## src/rtl/ups_pkg.sv

```systemverilog
// Shared constants, types and helper functions of the pixel replication upscaler.
package ups_pkg;

    localparam int MAX_SCALE  = 16;
    localparam int MAX_WIDTH  = 4096;
    localparam int MAX_HEIGHT = 4096;

    localparam int PIX_W   = 24;
    localparam int PAD_W   = 2;
    localparam int SCALE_W = 5;
    localparam int DIM_W   = 13;
    localparam int COL_W   = $clog2(MAX_WIDTH);
    localparam int ROW_W   = $clog2(MAX_HEIGHT);
    localparam int CNT_W   = $clog2(MAX_SCALE);
    localparam int IDX_W   = 2;

    localparam int IMG_END_BIT  = PIX_W + PAD_W;
    localparam int OUT_TDATA_W  = ((IMG_END_BIT + 1 + 7) / 8) * 8;

    localparam logic KIND_PIXEL = 1'b0;
    localparam logic KIND_TICK  = 1'b1;

    localparam logic [IDX_W-1:0] REG_SCALE  = 2'd0;
    localparam logic [IDX_W-1:0] REG_WIDTH  = 2'd1;
    localparam logic [IDX_W-1:0] REG_HEIGHT = 2'd2;

    typedef struct packed {
        logic             from_ram;
        logic             refused;
        logic [PIX_W-1:0] pixel;
        logic [CNT_W-1:0] reps;
        logic [PAD_W-1:0] pad;
        logic             row_end;
        logic             image_end;
    } ups_issue_t;

    function automatic logic [SCALE_W-1:0] eff_scale(input logic [SCALE_W-1:0] v);
        logic [SCALE_W-1:0] r;
        if (v == '0)
            r = SCALE_W'(1);
        else if (v > SCALE_W'(MAX_SCALE))
            r = SCALE_W'(MAX_SCALE);
        else
            r = v;
        return r;
    endfunction

    function automatic logic [DIM_W-1:0] eff_dim(input logic [DIM_W-1:0] v,
                                                 input logic [DIM_W-1:0] hi);
        logic [DIM_W-1:0] r;
        if (v == '0)
            r = DIM_W'(1);
        else if (v > hi)
            r = hi;
        else
            r = v;
        return r;
    endfunction

    // Padding to the next multiple of four bytes of width*scale*3.
    function automatic logic [PAD_W-1:0] pad_count(input logic [DIM_W-1:0] w,
                                                   input logic [SCALE_W-1:0] s);
        logic [3:0]       prod;
        logic [PAD_W-1:0] m;
        prod = {2'b00, w[1:0]} * {2'b00, s[1:0]};
        m    = prod[1:0] + {prod[0], 1'b0};
        return PAD_W'(~m + PAD_W'(1));
    endfunction

endpackage

```

## src/rtl/ups_out.sv

```systemverilog
// Output register: holds one issued transaction and repeats source pixels scale times.
module ups_out (
    input  logic                            clk,
    input  logic                            rst_n,
    input  logic                            issue_valid,
    input  ups_pkg::ups_issue_t             issue,
    input  logic [ups_pkg::PIX_W-1:0]       ram_data,
    output logic                            load_ok,
    output logic                            m_tvalid,
    input  logic                            m_tready,
    output logic [ups_pkg::OUT_TDATA_W-1:0] m_tdata,
    output logic                            m_tlast,
    output logic                            m_tuser
);
    import ups_pkg::*;

    logic             valid_reg, valid_next;
    ups_issue_t       desc_reg, desc_next;
    logic [CNT_W-1:0] reps_reg, reps_next;
    logic             last_rep;
    logic [PIX_W-1:0] pixel;
    logic [PAD_W-1:0] pad;
    logic             image_end;

    assign last_rep  = reps_reg == '0;
    assign load_ok   = !valid_reg || (m_tready && last_rep);
    assign pixel     = desc_reg.from_ram ? ram_data : desc_reg.pixel;
    assign pad       = last_rep ? desc_reg.pad : '0;
    assign image_end = last_rep && desc_reg.image_end;

    assign m_tvalid = valid_reg;
    assign m_tdata  = OUT_TDATA_W'({image_end, pad, pixel});
    assign m_tlast  = last_rep && desc_reg.row_end;
    assign m_tuser  = desc_reg.refused;

    always_comb
    begin
        valid_next = valid_reg;
        desc_next  = desc_reg;
        reps_next  = reps_reg;
        if (load_ok)
        begin
            valid_next = issue_valid;
            if (issue_valid)
            begin
                desc_next = issue;
                reps_next = issue.reps;
            end
        end
        else if (m_tready)
        begin
            reps_next = reps_reg - CNT_W'(1);
        end
    end

    always_ff @(posedge clk or negedge rst_n)
    begin
        if (!rst_n)
        begin
            valid_reg <= 1'b0;
            reps_reg  <= '0;
        end
        else
        begin
            valid_reg <= valid_next;
            reps_reg  <= reps_next;
        end
    end

    always_ff @(posedge clk)
    begin
        desc_reg <= desc_next;
    end

endmodule

```

## config.mk

```make
export PLATFORM = sky130hd
export DESIGN_NAME = ups_out
export DESIGN_NICKNAME = d
export VERILOG_FILES = /design/src/rtl/ups_pkg.sv /design/src/rtl/ups_out.sv
export SDC_FILE = /design/constraint.sdc
export NUM_CORES = 1
export LEC_CHECK = 0
export ABC_AREA = 1
export BUFFER_PORTS_ARGS = -buffer_cell sky130_fd_sc_hd__buf_2
export CAP_MARGIN = 20
export CELL_PAD_IN_SITES_DETAIL_PLACEMENT = 2
export CELL_PAD_IN_SITES_GLOBAL_PLACEMENT = 2
export CORE_MARGIN = 4
export CORE_UTILIZATION = 25
export DETAILED_ROUTE_END_ITERATION = 8
export MAX_ROUTING_LAYER = met4
export PLACE_DENSITY_LB_ADDON = 0.12
export SYNTH_ARGS = -nofsm -noshare
export SYNTH_HDL_FRONTEND = slang
export SYNTH_SLANG_ARGS = --single-unit
```

## constraint.sdc

```tcl
create_clock -name clk -period 2.2 [get_ports clk]
set_clock_uncertainty 0.05 [all_clocks]
set_input_delay 0.44 -clock clk [delete_from_list [all_inputs] [get_ports clk]]
set_output_delay 0.44 -clock clk [all_outputs]
set_load 0.1 [all_outputs]
```

==> flow_metrics.tcl <==
set metrics [dict create \
    port-buffer-count 92 \
    power_frac_comb_pct 61.0 \
    ctsHtreeMaxLevel 2 \
    synthTopCellsByArea "edfxtp_1 55%, mux2_2 17%, dfrtp_1 7.7%, nand2_1 4.6%, buf_4 2.8%" \
    synth-seq-cells 35 \
    seq_area_frac_synth_pct 63.0 \
    core_area_sq_mm 0.00635 \
    setup_viol 0 \
    synth_edf_count 30 \
    cap_violations 0 \
    die_h_um 88.7 \
    num_io_pins 98 \
    cts_sinks 35 \
    synth_warnings 0 \
    drt_first_iter_violations 37 \
    cp_max_fo 10 \
    clkLatencyLatePin_ns 0.28 \
    synth_cell_types 18 \
    finalNetCount 280 \
    cts.path.max_buffers 2 \
    avgRoutedWirePerCell_um 16.4 \
    grt_pass1_vias 1493 \
    routed-via-count 1285 \
    antenna_cells 0 \
    switching_share_pct 49.5 \
    synth_area_sq_mm 0.00163 \
    syn_inst 119 \
    cts_tree "done" \
    startpoint "reps_reg[0]$_DFFE_PN0P_" \
    grt_max_degree 31 \
    synth_top_family_by_area "multiplexers" \
    drcViolationCount 0 \
    clkPwrFrac_pct 12.2 \
    yosysTopAreaCell "edfxtp_1" \
    post-place-ws_ns 0.296 \
    setup_slack_ns 0.0876 \
    areaGrowthSynthToFinish_pct 65.8 \
    yosys.area.top_type_share_pct 55.3 \
    synth-compound-area-share_pct 0.615 \
    cts.reportedPaths.clkPinSlew_ns 0.07 \
    grt_setup_unrepaired "no" \
    synth.area.mux_share_pct 16.6 \
    detail_route.vias_per_cell 4.37 \
    grt_first_pass_wirelength_mm 7.26 \
    track_usage_pct 12.9 \
    fmax_mhz 473 \
    worstSetupPathType "reg -> out" \
    finalWirelength_mm 4.83 \
    seq_power_share_pct 26.8 \
    status "complete, no violations" \
    antenna_found_initial 0 \
    postLayoutCoreUtil_pct 42.5 \
    die_w_um 88.7 \
    min_period_ns 2.11 \
    synth_flop_cell "edfxtp_1" \
    synth-simple-area-share_pct 11.9 \
    async_flop_share_pct 14.3 \
    hold_start "issue[0]" \
    synth.most_common_cell "edfxtp_1" \
    period_share_pct 96.0 \
    dieArea_sq_mm 0.00787 \
    drive_gt1_share_pct 63.1 \
    hold_viol 0 \
    crit_arrival_ns 1.62 \
    cts-buffers-inserted 5 \
    vdd_ir_drop_max_uv 634 \
    finalWeightedCongestion 0.806 \
    required_ns 1.71 \
    power_density_mw_per_mm2 1360 \
    row_count 29 \
    p_switching_mw 1.81 \
    start_kind "register" \
    largest_reg_flops 29 \
    synth_common_cells "30 x edfxtp_1, 24 x mux2_2, 20 x nand2_1, 8 x inv_1, 6 x buf_4" \
    first_pass_iters 3 \
    hold_path.class "in -> reg" \
    start_util_pct 25.6 \
    cp-end-kind "primary output" \
    synthAdderAreaFrac_pct 1.54 \
    reg2reg_from "reps_reg[0]$_DFFE_PN0P_" \
    root_buffer "clkbuf_8" \
    synth_xor_area_share_pct 0.538 \
    drtAntennaViolNets 0 \
    report.final.slew_viol_count 0 \
    synth_area_per_cell_sq_um 13.7 \
    gr-total-overflow 0 \
    p_leak_nw 1.18 \
    p_int_mw 1.85 \
    place_hpwl_mm 3.94 \
]
-- cells in the final DEF, fill, tap and decap left out --
master and n:
mux2_2 24, nand3b_1 1, nand3_4 1, nand2_2 1, clkbuf_1 2, buf_12 29
edfxtp_1 30, o21ai_0 2, nand3_2 1, clkinv_2 1, conb_1 5, nor2_1 1
dfrtp_2 1, dfrtp_1 4, clkbuf_8 5, nand3_1 5, ha_1 2, nand2_1 19
inv_1 7, xnor2_1 1, buf_4 2, nand2_4 3, buf_2 63, nor2_2 5
dlygate4sd3_1 1, clkinvlp_4 1
-- power by group through the flow --
stage | registers [mW] | logic, mW | clock network (mW)
floorplan | 1.06 | 1.43 | 0
global route | 0.999 | 2.36 | 0.502
finish | 0.983 | 2.24 | 0.448
global placement | 0.987 | 2.19 | 0
detailed placement | 1.00 | 2.24 | 0
CTS | 0.989 | 2.25 | 0.475
-- area by class of cell --
class                   count  area [sq um]
fillers                   648          3650
flip-flops and latches     35          1030
repair buffers             95           921
multi-input cells          71           539
well taps                  77          96.3
clock buffers               7          76.3
inverters                   8          33.8
clock inverters             1          5.00
-- metal layers --
layer  global-route usage (%)  vias to the layer above  routed length [um]
met5                        -                        -                   0
met4                     3.85                        0                  59
met3                     3.45                        6                 373
met2                     25.0                       60                2750
met1                     12.3                      624                1650
li1                         -                      595                   -
-- worst max-delay path: stages (launching register included) --
cell and delay (ns):
dfrtp_1 0.39, inv_1 0.16, ha_1 0.22, nand3_2 0.12
nand2_4 0.14, buf_4 0.31
-- cell families after synthesis --
| kind of cell | after synthesis |
|---|---|
| AND/OR/NAND/NOR | 37 |
| other | 1 |
| adder cells (fa/ha/maj) | 2 |
| buffers and inverters | 17 |
| multiplexers | 24 |
| AO/OA/AOI/OAI | 2 |
| XOR/XNOR | 1 |
| flip-flops | 35 |
-- metrics by stage --
stage | cells | hold slack [ns] | area [sq um] | setup TNS (ns) | power (mW)
6_report | 294 | 0.280 | 2700 | 0 | 3.67
5_1_grt | 294 | 0.261 | 2700 | 0 | 3.86
4_1_cts | 294 | 0.266 | 2690 | 0 | 3.71
3_5_place_dp | 285 | 0.222 | 2590 | 0 | 3.24
3_3_place_gp | 285 | 0.214 | 2590 | 0 | 3.18
2_1_floorplan | 123 | 0.0944 | 1650 | -1.10 | 2.49
-- worst paths after layout --
kind	endpoint	slack [ns]	depth (start not counted)
max in group asynchronous	m_tvalid$_DFFE_PN0P_	1.49	2
worst max-delay path	load_ok	0.09	5
min in group asynchronous	reps_reg[0]$_DFFE_PN0P_	0.45	2
worst max register to register	desc_reg[1]$_DFFE_PP_	0.40	7
worst min register to register	reps_reg[0]$_DFFE_PN0P_	0.49	2
worst min-delay path	desc_reg[0]$_DFFE_PP_	0.28	1
-- what timing repair did --
action,4_1_cts,5_1_grt
endpoints found under the setup margin,1,4
gates resized for setup,1,5
hold endpoints to repair,5,0
hold buffers,1,0
buffers inserted,0,0
(Power assumes the default switching activity.)
